===== src/rtl/mts_pkg.sv =====
package mts_pkg;

  localparam int NUM_SLOTS_DEF  = 64;
  localparam int NUM_LEVELS_DEF = 8;

  typedef enum logic [1:0] {
    CMD_ALLOC = 2'd0,
    CMD_RUN   = 2'd1,
    CMD_SLEEP = 2'd2,
    CMD_TICK  = 2'd3
  } cmd_t;

  typedef enum logic [1:0] {
    ST_FREE   = 2'd0,
    ST_ALLOC  = 2'd1,
    ST_QUEUED = 2'd2
  } slot_st_t;

  typedef enum logic [3:0] {
    S_CLEAR,
    S_IDLE,
    S_DECODE,
    S_ALLOC_SCAN,
    S_DEQ_START,
    S_DEQ_WALK,
    S_DEQ_DONE,
    S_TOP,
    S_TICK_LOAD,
    S_ENQ_LINK,
    S_ENQ,
    S_FINISH
  } state_t;

endpackage


===== src/rtl/multilevel_task_scheduler.sv =====
// Multilevel feedback-queue task scheduler. One command (allocate, run, sleep,
// tick) is taken per transaction while busy is low, and exactly one result is
// shown for one cycle with strobe high; the receiver cannot stall. After reset
// a clearing pass over every slot fills the slot tables while busy is high.
// A command keeps busy high from its accepting edge through its result cycle:
// run on a task already queued at that level goes from decode to the result;
// run on a task not queued decodes, links and enqueues it; run that moves a
// task first takes it off its old list by walking the links; allocate scans
// one slot per cycle; tick searches one level per cycle, then the head moves;
// sleep walks the list, then does the level search if the task was current. The next command
// can be accepted in the cycle after the result.
module multilevel_task_scheduler
  import mts_pkg::*;
#(
  parameter int NUM_SLOTS  = NUM_SLOTS_DEF,
  parameter int NUM_LEVELS = NUM_LEVELS_DEF
) (
  input  logic             clk,
  input  logic             rst,
  input  logic             start,
  output logic             busy,
  input  logic [1:0]       cmd,
  input  logic [5:0]       task_id,
  input  logic signed [3:0] target_level,
  input  logic [9:0]       new_priority,
  output logic             strobe,
  output logic [5:0]       result_task,
  output logic             alloc_ok,
  output logic             do_switch,
  output logic             reload_valid,
  output logic [9:0]       reload_ticks,
  output logic [2:0]       active_level
);

  localparam int SW = (NUM_SLOTS > 1) ? $clog2(NUM_SLOTS) : 1;
  localparam int LW = (NUM_LEVELS > 1) ? $clog2(NUM_LEVELS) : 1;
  localparam int CW = $clog2(NUM_SLOTS + 1);

  state_t state;

  // slot tables, one read and one write address per cycle
  slot_st_t        slot_status   [NUM_SLOTS];
  logic [LW-1:0]   slot_level    [NUM_SLOTS];
  logic [9:0]      slot_priority [NUM_SLOTS];
  logic [SW-1:0]   slot_next     [NUM_SLOTS];
  logic            slot_nv       [NUM_SLOTS];
  slot_st_t        rd_status;
  logic [LW-1:0]   rd_level;
  logic [9:0]      rd_prio;
  logic [SW-1:0]   rd_next;
  logic            rd_nv;
  logic [SW-1:0]   rd_addr;
  logic [SW-1:0]   wr_addr;
  logic            we_status, we_level, we_prio, we_link;
  slot_st_t        wd_status;
  logic [LW-1:0]   wd_level;
  logic [9:0]      wd_prio;
  logic [SW-1:0]   wd_next;
  logic            wd_nv;

  // level tables
  logic [SW-1:0]   level_head    [NUM_LEVELS];
  logic [SW-1:0]   level_tail    [NUM_LEVELS];
  logic [CW-1:0]   level_count   [NUM_LEVELS];
  logic [LW-1:0]   current_level;
  logic [SW-1:0]   current_task;

  // per-command registers
  cmd_t          c_cmd;
  logic [SW-1:0] c_tid;
  logic [3:0]    c_tlev;
  logic [9:0]    c_prio;
  logic [LW-1:0] c_lv;
  logic          c_was_cur;
  logic [LW-1:0] dl;
  logic [SW-1:0] t_next;
  logic          t_nv;
  logic [SW-1:0] cur;
  logic [CW-1:0] walk_i;
  logic [LW-1:0] scan_lv;
  logic [SW-1:0] scan_slot;
  logic [SW-1:0] clr_idx;
  logic          r_alloc, r_sw, r_rv;
  logic [9:0]    r_rt;

  // status toward the controller
  logic          tid_ok;
  logic [LW-1:0] tl_sat;
  logic [LW-1:0] run_lv;
  logic [LW-1:0] tick_lv;
  logic          clr_last, scan_hit, scan_last, run_move, run_enq, slot_queued;
  logic          deq_short, walk_end, walk_hit, top_hit, top_last;

  mts_ctrl u_ctrl (
    .clk         (clk),
    .rst         (rst),
    .start       (start),
    .in_cmd      (cmd_t'(cmd)),
    .in_tid_ok   (tid_ok),
    .cur_cmd     (c_cmd),
    .clr_last    (clr_last),
    .scan_hit    (scan_hit),
    .scan_last   (scan_last),
    .run_move    (run_move),
    .run_enq     (run_enq),
    .slot_queued (slot_queued),
    .deq_short   (deq_short),
    .walk_end    (walk_end),
    .was_cur     (c_was_cur),
    .top_hit     (top_hit),
    .top_last    (top_last),
    .busy        (busy),
    .strobe      (strobe),
    .state       (state)
  );

  // input decode and status
  assign tid_ok      = ({26'd0, task_id} < 32'(NUM_SLOTS));
  assign tl_sat      = ({28'd0, c_tlev} < 32'(NUM_LEVELS)) ? LW'(c_tlev)
                                                           : LW'(NUM_LEVELS - 1);
  assign run_lv      = c_tlev[3] ? rd_level : tl_sat;
  assign tick_lv     = (dl > LW'(1)) ? dl - LW'(1) : dl;
  assign clr_last    = (clr_idx == SW'(NUM_SLOTS - 1));
  assign scan_hit    = (rd_status == ST_FREE);
  assign scan_last   = (scan_slot == SW'(NUM_SLOTS - 1));
  assign slot_queued = (rd_status == ST_QUEUED);
  assign run_move    = slot_queued && (rd_level != run_lv);
  assign run_enq     = !slot_queued;
  assign deq_short   = (level_count[dl] == '0) || (level_head[dl] == c_tid);
  assign walk_hit    = (walk_i < level_count[dl]) && rd_nv && (rd_next == c_tid);
  assign walk_end    = (walk_i >= level_count[dl]) || !rd_nv || (rd_next == c_tid);
  assign top_hit     = (level_count[scan_lv] != '0);
  assign top_last    = (scan_lv == '0);

  // slot table addresses and write data
  always_comb begin
    rd_addr   = c_tid;
    wr_addr   = c_tid;
    we_status = 1'b0;
    we_level  = 1'b0;
    we_prio   = 1'b0;
    we_link   = 1'b0;
    wd_status = ST_ALLOC;
    wd_level  = c_lv;
    wd_prio   = c_prio;
    wd_next   = '0;
    wd_nv     = 1'b0;
    unique case (state)
      S_CLEAR: begin
        wr_addr   = clr_idx;
        we_status = 1'b1;
        we_level  = 1'b1;
        we_prio   = 1'b1;
        we_link   = 1'b1;
        wd_status = (clr_idx == '0) ? ST_QUEUED : ST_FREE;
        wd_level  = '0;
        wd_prio   = (clr_idx == '0) ? 10'd2 : 10'd0;
      end
      S_IDLE: rd_addr = (cmd_t'(cmd) == CMD_ALLOC) ? '0 : SW'(task_id);
      S_DECODE: begin
        we_prio  = (c_cmd == CMD_RUN) && (c_prio != 10'd0);
        we_level = (c_cmd == CMD_RUN) && run_enq;
        wd_level = run_lv;
      end
      S_ALLOC_SCAN: begin
        wr_addr   = scan_slot;
        we_status = scan_hit;
        rd_addr   = scan_slot + SW'(1);
      end
      S_DEQ_START: rd_addr = level_head[dl];
      S_DEQ_WALK: begin
        rd_addr = rd_next;
        wr_addr = cur;
        we_link = walk_hit;
        wd_next = t_next;
        wd_nv   = t_nv;
      end
      S_DEQ_DONE: begin
        we_link   = 1'b1;
        we_status = 1'b1;
        we_level  = (c_cmd != CMD_SLEEP);
        wd_level  = (c_cmd == CMD_TICK) ? tick_lv : c_lv;
      end
      S_TOP: rd_addr = level_head[scan_lv];
      S_ENQ_LINK: begin
        wr_addr = level_tail[c_lv];
        we_link = (level_count[c_lv] != '0);
        wd_next = c_tid;
        wd_nv   = 1'b1;
      end
      S_ENQ: begin
        we_link   = 1'b1;
        we_status = 1'b1;
        wd_status = ST_QUEUED;
      end
      default: ;
    endcase
  end

  // slot tables with registered read
  always_ff @(posedge clk) begin
    if (we_status) slot_status[wr_addr] <= wd_status;
    if (we_level) slot_level[wr_addr] <= wd_level;
    if (we_prio) slot_priority[wr_addr] <= wd_prio;
    if (we_link) begin
      slot_next[wr_addr] <= wd_next;
      slot_nv[wr_addr]   <= wd_nv;
    end
    rd_status <= slot_status[rd_addr];
    rd_level  <= slot_level[rd_addr];
    rd_prio   <= slot_priority[rd_addr];
    rd_next   <= slot_next[rd_addr];
    rd_nv     <= slot_nv[rd_addr];
  end

  // level tables and command registers
  always_ff @(posedge clk) begin
    if (rst) begin
      for (int l = 0; l < NUM_LEVELS; l++) begin
        level_head[l]  <= '0;
        level_tail[l]  <= '0;
        level_count[l] <= (l == 0) ? CW'(1) : '0;
      end
      current_level <= '0;
      current_task  <= '0;
      clr_idx       <= '0;
      c_cmd         <= CMD_ALLOC;
      r_alloc       <= 1'b0;
      r_sw          <= 1'b0;
      r_rv          <= 1'b0;
      r_rt          <= '0;
    end else begin
      unique case (state)
        S_CLEAR: clr_idx <= clr_idx + SW'(1);
        S_IDLE: begin
          if (start) begin
            c_cmd     <= cmd_t'(cmd);
            c_tid     <= SW'(task_id);
            c_tlev    <= target_level;
            c_prio    <= new_priority;
            r_alloc   <= 1'b0;
            r_sw      <= 1'b0;
            r_rv      <= 1'b0;
            r_rt      <= '0;
            scan_slot <= '0;
            scan_lv   <= LW'(NUM_LEVELS - 1);
          end
        end
        S_DECODE: begin
          dl        <= rd_level;
          t_next    <= rd_next;
          t_nv      <= rd_nv;
          c_lv      <= run_lv;
          c_was_cur <= (level_count[current_level] != '0) &&
                       (level_head[current_level] == c_tid);
        end
        // one slot per cycle
        S_ALLOC_SCAN: begin
          if (scan_hit) r_alloc <= 1'b1;
          else if (!scan_last) scan_slot <= scan_slot + SW'(1);
        end
        // remove c_tid from level dl
        S_DEQ_START: begin
          cur    <= level_head[dl];
          walk_i <= CW'(1);
          if (level_count[dl] != '0 && level_head[dl] == c_tid) begin
            if (level_count[dl] > CW'(1) && t_nv) level_head[dl] <= t_next;
            level_count[dl] <= level_count[dl] - CW'(1);
          end
        end
        // one link per cycle
        S_DEQ_WALK: begin
          if (walk_i >= level_count[dl] || !rd_nv) begin
            level_count[dl] <= level_count[dl] - CW'(1);
          end else if (rd_next == c_tid) begin
            if (level_tail[dl] == c_tid) level_tail[dl] <= cur;
            level_count[dl] <= level_count[dl] - CW'(1);
          end else begin
            cur    <= rd_next;
            walk_i <= walk_i + CW'(1);
          end
        end
        S_DEQ_DONE: begin
          if (c_cmd == CMD_TICK) c_lv <= tick_lv;
        end
        // highest nonempty level, one level per cycle
        S_TOP: begin
          if (top_hit) begin
            current_level <= scan_lv;
            current_task  <= level_head[scan_lv];
            if (c_cmd == CMD_SLEEP) begin
              r_sw <= 1'b1;
            end else begin
              c_tid <= level_head[scan_lv];
              r_rv  <= 1'b1;
              if (current_task != level_head[scan_lv]) r_sw <= 1'b1;
            end
          end else if (top_last) begin
            current_level <= '0;
          end else begin
            scan_lv <= scan_lv - LW'(1);
          end
        end
        // chosen head read back for its priority and links
        S_TICK_LOAD: begin
          r_rt   <= rd_prio;
          dl     <= rd_level;
          t_next <= rd_next;
          t_nv   <= rd_nv;
        end
        S_ENQ: begin
          if (level_count[c_lv] == '0) level_head[c_lv] <= c_tid;
          level_tail[c_lv] <= c_tid;
          if (level_count[c_lv] < CW'(NUM_SLOTS))
            level_count[c_lv] <= level_count[c_lv] + CW'(1);
        end
        default: ;
      endcase
    end
  end

  // result ports
  assign result_task  = (c_cmd == CMD_ALLOC) ? (r_alloc ? 6'(scan_slot) : 6'd0)
                                             : 6'(current_task);
  assign alloc_ok     = r_alloc;
  assign do_switch    = r_sw;
  assign reload_valid = r_rv;
  assign reload_ticks = r_rt;
  assign active_level = 3'(current_level);

  // a result only shows up inside a command
  assert property (@(posedge clk) disable iff (rst) strobe |-> busy)
    else $error("result outside a command");
  // reload only comes with a tick
  assert property (@(posedge clk) disable iff (rst)
                   (strobe && reload_valid) |-> (c_cmd == CMD_TICK))
    else $error("reload without tick");
  // allocate never reports a switch
  assert property (@(posedge clk) disable iff (rst)
                   (strobe && c_cmd == CMD_ALLOC) |-> !do_switch)
    else $error("switch on allocate");
  // only allocate claims a slot
  assert property (@(posedge clk) disable iff (rst)
                   (strobe && alloc_ok) |-> (c_cmd == CMD_ALLOC))
    else $error("claimed slot without allocate");

endmodule


===== src/rtl/mts_ctrl.sv =====
module mts_ctrl
  import mts_pkg::*;
(
  input  logic   clk,
  input  logic   rst,
  input  logic   start,
  input  cmd_t   in_cmd,
  input  logic   in_tid_ok,
  input  cmd_t   cur_cmd,
  input  logic   clr_last,
  input  logic   scan_hit,
  input  logic   scan_last,
  input  logic   run_move,
  input  logic   run_enq,
  input  logic   slot_queued,
  input  logic   deq_short,
  input  logic   walk_end,
  input  logic   was_cur,
  input  logic   top_hit,
  input  logic   top_last,
  output logic   busy,
  output logic   strobe,
  output state_t state
);

  state_t state_next;

  // state register
  always_ff @(posedge clk) begin
    if (rst) begin
      state <= S_CLEAR;
    end else begin
      state <= state_next;
    end
  end

  // next state
  always_comb begin
    state_next = state;
    unique case (state)
      S_CLEAR: if (clr_last) state_next = S_IDLE;
      S_IDLE: begin
        if (start) begin
          unique case (in_cmd)
            CMD_ALLOC: state_next = S_ALLOC_SCAN;
            CMD_TICK:  state_next = S_TOP;
            default:   state_next = in_tid_ok ? S_DECODE : S_FINISH;
          endcase
        end
      end
      S_DECODE: begin
        unique case (cur_cmd)
          CMD_RUN: begin
            if (run_move) state_next = S_DEQ_START;
            else if (run_enq) state_next = S_ENQ_LINK;
            else state_next = S_FINISH;
          end
          CMD_SLEEP: state_next = slot_queued ? S_DEQ_START : S_FINISH;
          default:   state_next = S_FINISH;
        endcase
      end
      S_ALLOC_SCAN: if (scan_hit || scan_last) state_next = S_FINISH;
      S_DEQ_START:  state_next = deq_short ? S_DEQ_DONE : S_DEQ_WALK;
      S_DEQ_WALK:   if (walk_end) state_next = S_DEQ_DONE;
      S_DEQ_DONE: begin
        if (cur_cmd == CMD_SLEEP) state_next = was_cur ? S_TOP : S_FINISH;
        else state_next = S_ENQ_LINK;
      end
      S_TOP: begin
        if (top_hit) state_next = (cur_cmd == CMD_SLEEP) ? S_FINISH : S_TICK_LOAD;
        else if (top_last) state_next = S_FINISH;
      end
      S_TICK_LOAD: state_next = S_DEQ_START;
      S_ENQ_LINK:  state_next = S_ENQ;
      S_ENQ:       state_next = S_FINISH;
      default:     state_next = S_IDLE;
    endcase
  end

  // outputs
  always_comb begin
    busy   = (state != S_IDLE);
    strobe = (state == S_FINISH);
  end

  // result strobe lasts one cycle
  assert property (@(posedge clk) disable iff (rst) strobe |=> !strobe)
    else $error("strobe longer than one cycle");
  // an accepted transaction raises busy
  assert property (@(posedge clk) disable iff (rst) (start && !busy) |=> busy)
    else $error("accept without busy");
  // result cycle always returns to idle
  assert property (@(posedge clk) disable iff (rst) (state == S_FINISH) |=> (state == S_IDLE))
    else $error("no return to idle");

endmodule

===== config.mk =====
export PLATFORM = sky130hd
export DESIGN_NAME = multilevel_task_scheduler
export DESIGN_NICKNAME = d
export VERILOG_FILES = /design/src/rtl/mts_pkg.sv /design/src/rtl/multilevel_task_scheduler.sv /design/src/rtl/mts_ctrl.sv
export SDC_FILE = /design/constraint.sdc
export NUM_CORES = 2
export LEC_CHECK = 0
export BUFFER_PORTS_ARGS = -buffer_cell sky130_fd_sc_hd__buf_2
export CORE_MARGIN = 4
export CORE_UTILIZATION = 24
export DETAILED_ROUTE_END_ITERATION = 7
export GPL_ROUTABILITY_DRIVEN = 0
export HOLD_SLACK_MARGIN = 0.12
export PLACE_DENSITY = 0.5
export SYNTH_ARGS = -nofsm -noshare
export SYNTH_HDL_FRONTEND = slang
export SYNTH_HIERARCHICAL = 1
export SYNTH_SLANG_ARGS = --single-unit

===== constraint.sdc =====
create_clock -name clk -period 5.4 [get_ports clk]
set_input_delay 0.27 -clock clk [delete_from_list [all_inputs] [get_ports clk]]
set_output_delay 0.27 -clock clk [all_outputs]
set_load 0.1 [all_outputs]

==> impl_metrics.csv <==
group,metric,value,unit
floorplanning,core.rowCount,200,
yosys,yosys.area_share.simple,0.109,
timing,tightest_slew,1.25,ns
run_status,status,"complete, no violations",
timing,setup_ws,0.425,ns
timing,hold_violations,0,
critical_path,path_cells,"buf_4 -> mux2i_1 -> ha_1 -> nor2b_1 -> o21ai_0 -> a21oi_1 -> nor4bb_1 -> buf_4 -> a21oi_1 -> o22ai_1 -> buf_4 -> nand2b_1 -> nor2_1",
power_and_ir_drop,p_per_area,321,mW/mm^2
timing,setup_violations,0,
critical_path,worst-path-buf-inv,3,
timing,fin_skew,0.0848,ns
global_routing,grt-ovfl-total,0,
detailed_routing,dr.pass1.iters,6,
critical_path,max_stage_delay,0.79,ns
global_routing,grt_use_met1,0.191,
final_layout,fillers,30000,
global_routing,grt_use_total,0.137,
worst_hold_path,hold_path.class,"primary input to flip-flop",
global_routing,grt_max_degree,95,
timing,fin_crit,4.97,ns
yosys,ys_seq_area_frac,0.694,
yosys,synthAdderAreaFrac,0.00400,
floorplanning,io_pins,49,
critical_path,path_depth,13,
timing,rsz0062_at_grt,"no",
yosys,async_reset_ff_frac,0,
worst_hold_path,hold_depth,2,
critical_path,reg2reg_slack,0.43,ns
detailed_routing,drtIter0Drc,4942,
global_routing,grt_util_met2,0.215,
critical_path,cp_slowest_cell,"dfxtp_1",
yosys,synth_top_area_share,0.675,
yosys,syn_area,0.0719,mm^2
final_layout,final_common_cell,"edfxtp_1",
worst_hold_path,min_from,"target_level[0]",
power_and_ir_drop,peakVddDrop,264,uV
timing,post-route-period-util,0.921,
yosys,ys_types,83,
yosys,synth.ff_latch_count,1684,
global_routing,grt_pass1_vias,44600,
cts,clockBufferDepth,4,
cts,post_cts_buffers,0,
final_layout,layout-drive-gt1-share,0.141,
cts,cts.clk_slew.worst_paths,0.06,ns
global_routing,antenna_found_initial,7,
flow_run,cap_violations,0,
detailed_routing,ant_nets,0,
cts,cts_root_buf,"clkbuf_16",
worst_hold_path,hold-path-endpoint,"c_tlev[0]$_DFFE_PP_",
timing,slew_violations,0,
final_layout,design_area,0.0839,mm^2
critical_path,ff2ff_path_depth,13,
yosys,synth.top_cells.by_area,"edfxtp_1, mux2i_1, nand2_1, mux4_2, nor2_1",
floorplanning,initial_utilization,0.242,
detailed_routing,vias,45600,
timing,fin_hold_ws,0.241,ns
placement,place.port_buffers,48,
timing,finalSetupTns,0,ns
floorplanning,die_w,555,um
yosys,synth_edf_count,1616,
power_and_ir_drop,power.leakage,28.8,nW
critical_path,reg2reg_to,"slot_next[22][2]$_DFFE_PP_",
floorplanning,fp.dieH,555,um
placement,dpl-instance-area,0.0779,mm^2
yosys,synthXorXnorAreaFrac,0.00707,
detailed_routing,drc,0,
critical_path,path_delay_family,"simple AND/OR/NAND/NOR gates",
yosys,synthMuxAreaShare,0.0835,
critical_path,crit_path_frequent_cell,"buf_4",
critical_path,worst-setup-path-type,"flip-flop to flip-flop",
yosys,synth_warnings,6,
final_layout,layout_common_cells,"edfxtp_1, nand2_1, nor2_1",
critical_path,cp_max_fo,17,
cts,worstSkewPairLatency,0.86,ns
timing,slew-limit-headroom,0.164,
timing,max_freq,0.201,GHz
critical_path,critPathCaptureType,"flip-flop",
critical_path,worstPathRequired,5.82,ns
yosys,syn-instance-count,5261,
detailed_routing,routed_via_density,4.79,
yosys,synth_top_family_by_area,"simple AND/OR/NAND/NOR gates",
detailed_routing,routed_wl,219000,um
final_layout,area_growth_syn_to_layout,16.8,%
cts,cts_made_buffers,182,
detailed_routing,wl_per_cell,23.0,um
yosys,synth-compound-area-share,0.0800,
cts,htreeDepth,4,
cts,cts_tree,"built",
final_layout,finalNetCount,5491,
yosys,synth.largest_area_cell,"edfxtp_1",
critical_path,crit_path_start_kind,"flip-flop",
placement,dpl_worst_slack,0.463,ns
floorplanning,core,0.298,mm^2
floorplanning,dieArea,0.308,mm^2
critical_path,worst-endpoint-arrival,5.39,ns
yosys,avgSynthCellArea,13.7,um^2
cts,cts_resized,0,
yosys,yosys_most_used_dff,"edfxtp_1",
global_routing,busiest_layer,"met2",
final_layout,final_util,0.282,
cts,numClockSinks,1684,
global_routing,grt_util_met3,0.0300,
global_routing,grt_pass1_wl,316000,um
placement,dp_hpwl,144000,um
==> timing repair <==
action / in CTS / in global routing
endpoints found under the setup margin: 0 / 0
hold buffers: 38 / 0
endpoints found under the hold margin: 35 / 0
==> worst reg2reg max path: cells and delay by family (launching register included) <==
| family | cells | cell delay (ns) |
|---|---|---|
| AND/OR/NAND/NOR | 4 | 1.43 |
| AO/OA/AOI/OAI | 4 | 0.65 |
| adder cells (fa/ha/maj) | 1 | 0.33 |
| buffers and inverters | 3 | 0.91 |
| flip-flops | 1 | 0.79 |
| multiplexers | 1 | 0.46 |
==> synth_stat cells, types with 11 or more instances <==
master and count:
dfxtp_1 68, nor4_1 37, nand2b_1 54, nor2_1 495, mux4_2 86, o21ai_0 42
nand4bb_1 20, nor2b_1 31, a21o_1 28, clkbuf_1 201, buf_1 51, a221oi_1 21
buf_2 73, or2_2 14, a31oi_1 25, xor2_1 21, nand3_1 188, a21oi_1 330
or3_1 11, mux2i_1 317, nand4_1 33, nor3_1 78, buf_4 18, nand2_1 778
a32o_1 83, xnor2_1 37, a211oi_1 33, o22ai_1 120, mux2_2 74, ha_1 23
a22o_1 110, inv_1 26, edfxtp_1 1616
==> power breakdown <==
| part | total (W) | switching (W) | internal [W] |
|---|---|---|---|
| Clock | 0.0121 | 0.00521 | 0.00690 |
| Combinational | 0.000487 | 0.000345 | 0.000142 |
| Sequential | 0.0143 | 0.0000513 | 0.0143 |
| Total | 0.0269 | 0.00560 | 0.0213 |
==> state kept, by name, summed over array words and instances (netlist names), 48 cells and up, named ones only <==
name / count
slot_level: 192
level_head: 48
slot_nv: 64
level_count: 56
slot_priority: 640
level_tail: 48
slot_status: 128
slot_next: 384
==> kinds of logic (layout without fill, tap and decap cells) <==
group | count (synthesis) | count (layout)
simple gates | 1790 | 1790
flops | 1684 | 1684
compound gates | 850 | 850
mux | 481 | 481
buf+inv | 374 | 691
xor+xnor | 58 | 58
fa+ha+maj | 23 | 23
other cells | 1 | 5
==> layer usage <==
layer,vias to the layer above,wire length (um)
li1,20300,-
met1,23300,96900
met2,1618,99900
met3,300,17000
met4,2,5380
met5,-,8
==> per-stage QoR <==
step | std cells | total power [W]
3_3_place_gp | 9160 | 0.0151
4_1_cts | 9518 | 0.0272
2_1_floorplan | 5262 | 0.0148
5_1_grt | 9519 | 0.0278
3_5_place_dp | 9160 | 0.0151
6_report | 9521 | 0.0269
==> how the worst max path moves through the flow <==
| stage | end | slack, ns |
|---|---|---|
| after floorplan | cur[0]$_DFFE_PP_ | 0.21 |
| after global placement | slot_next[22][4]$_DFFE_PP_ | 0.43 |
| after detailed placement | slot_next[6][1]$_DFFE_PP_ | 0.46 |
| after CTS | slot_next[22][0]$_DFFE_PP_ | 0.44 |
| after global routing | slot_next[22][2]$_DFFE_PP_ | 0.11 |
| final | slot_next[22][2]$_DFFE_PP_ | 0.43 |
==> layout make-up <==
type,count,area [um^2],area share
multi-input cells,3204,20700,0.246
flip-flops and latches,1684,49900,0.594
clock inverters,82,741,0.00882
inverters,29,109,0.00130
well taps,3939,4930,0.0587
diodes,3,7.51,0.0000894
clock buffers,238,4890,0.0582
repair buffers,342,2690,0.0321
Note: power is estimated with default switching activity, not from simulation.
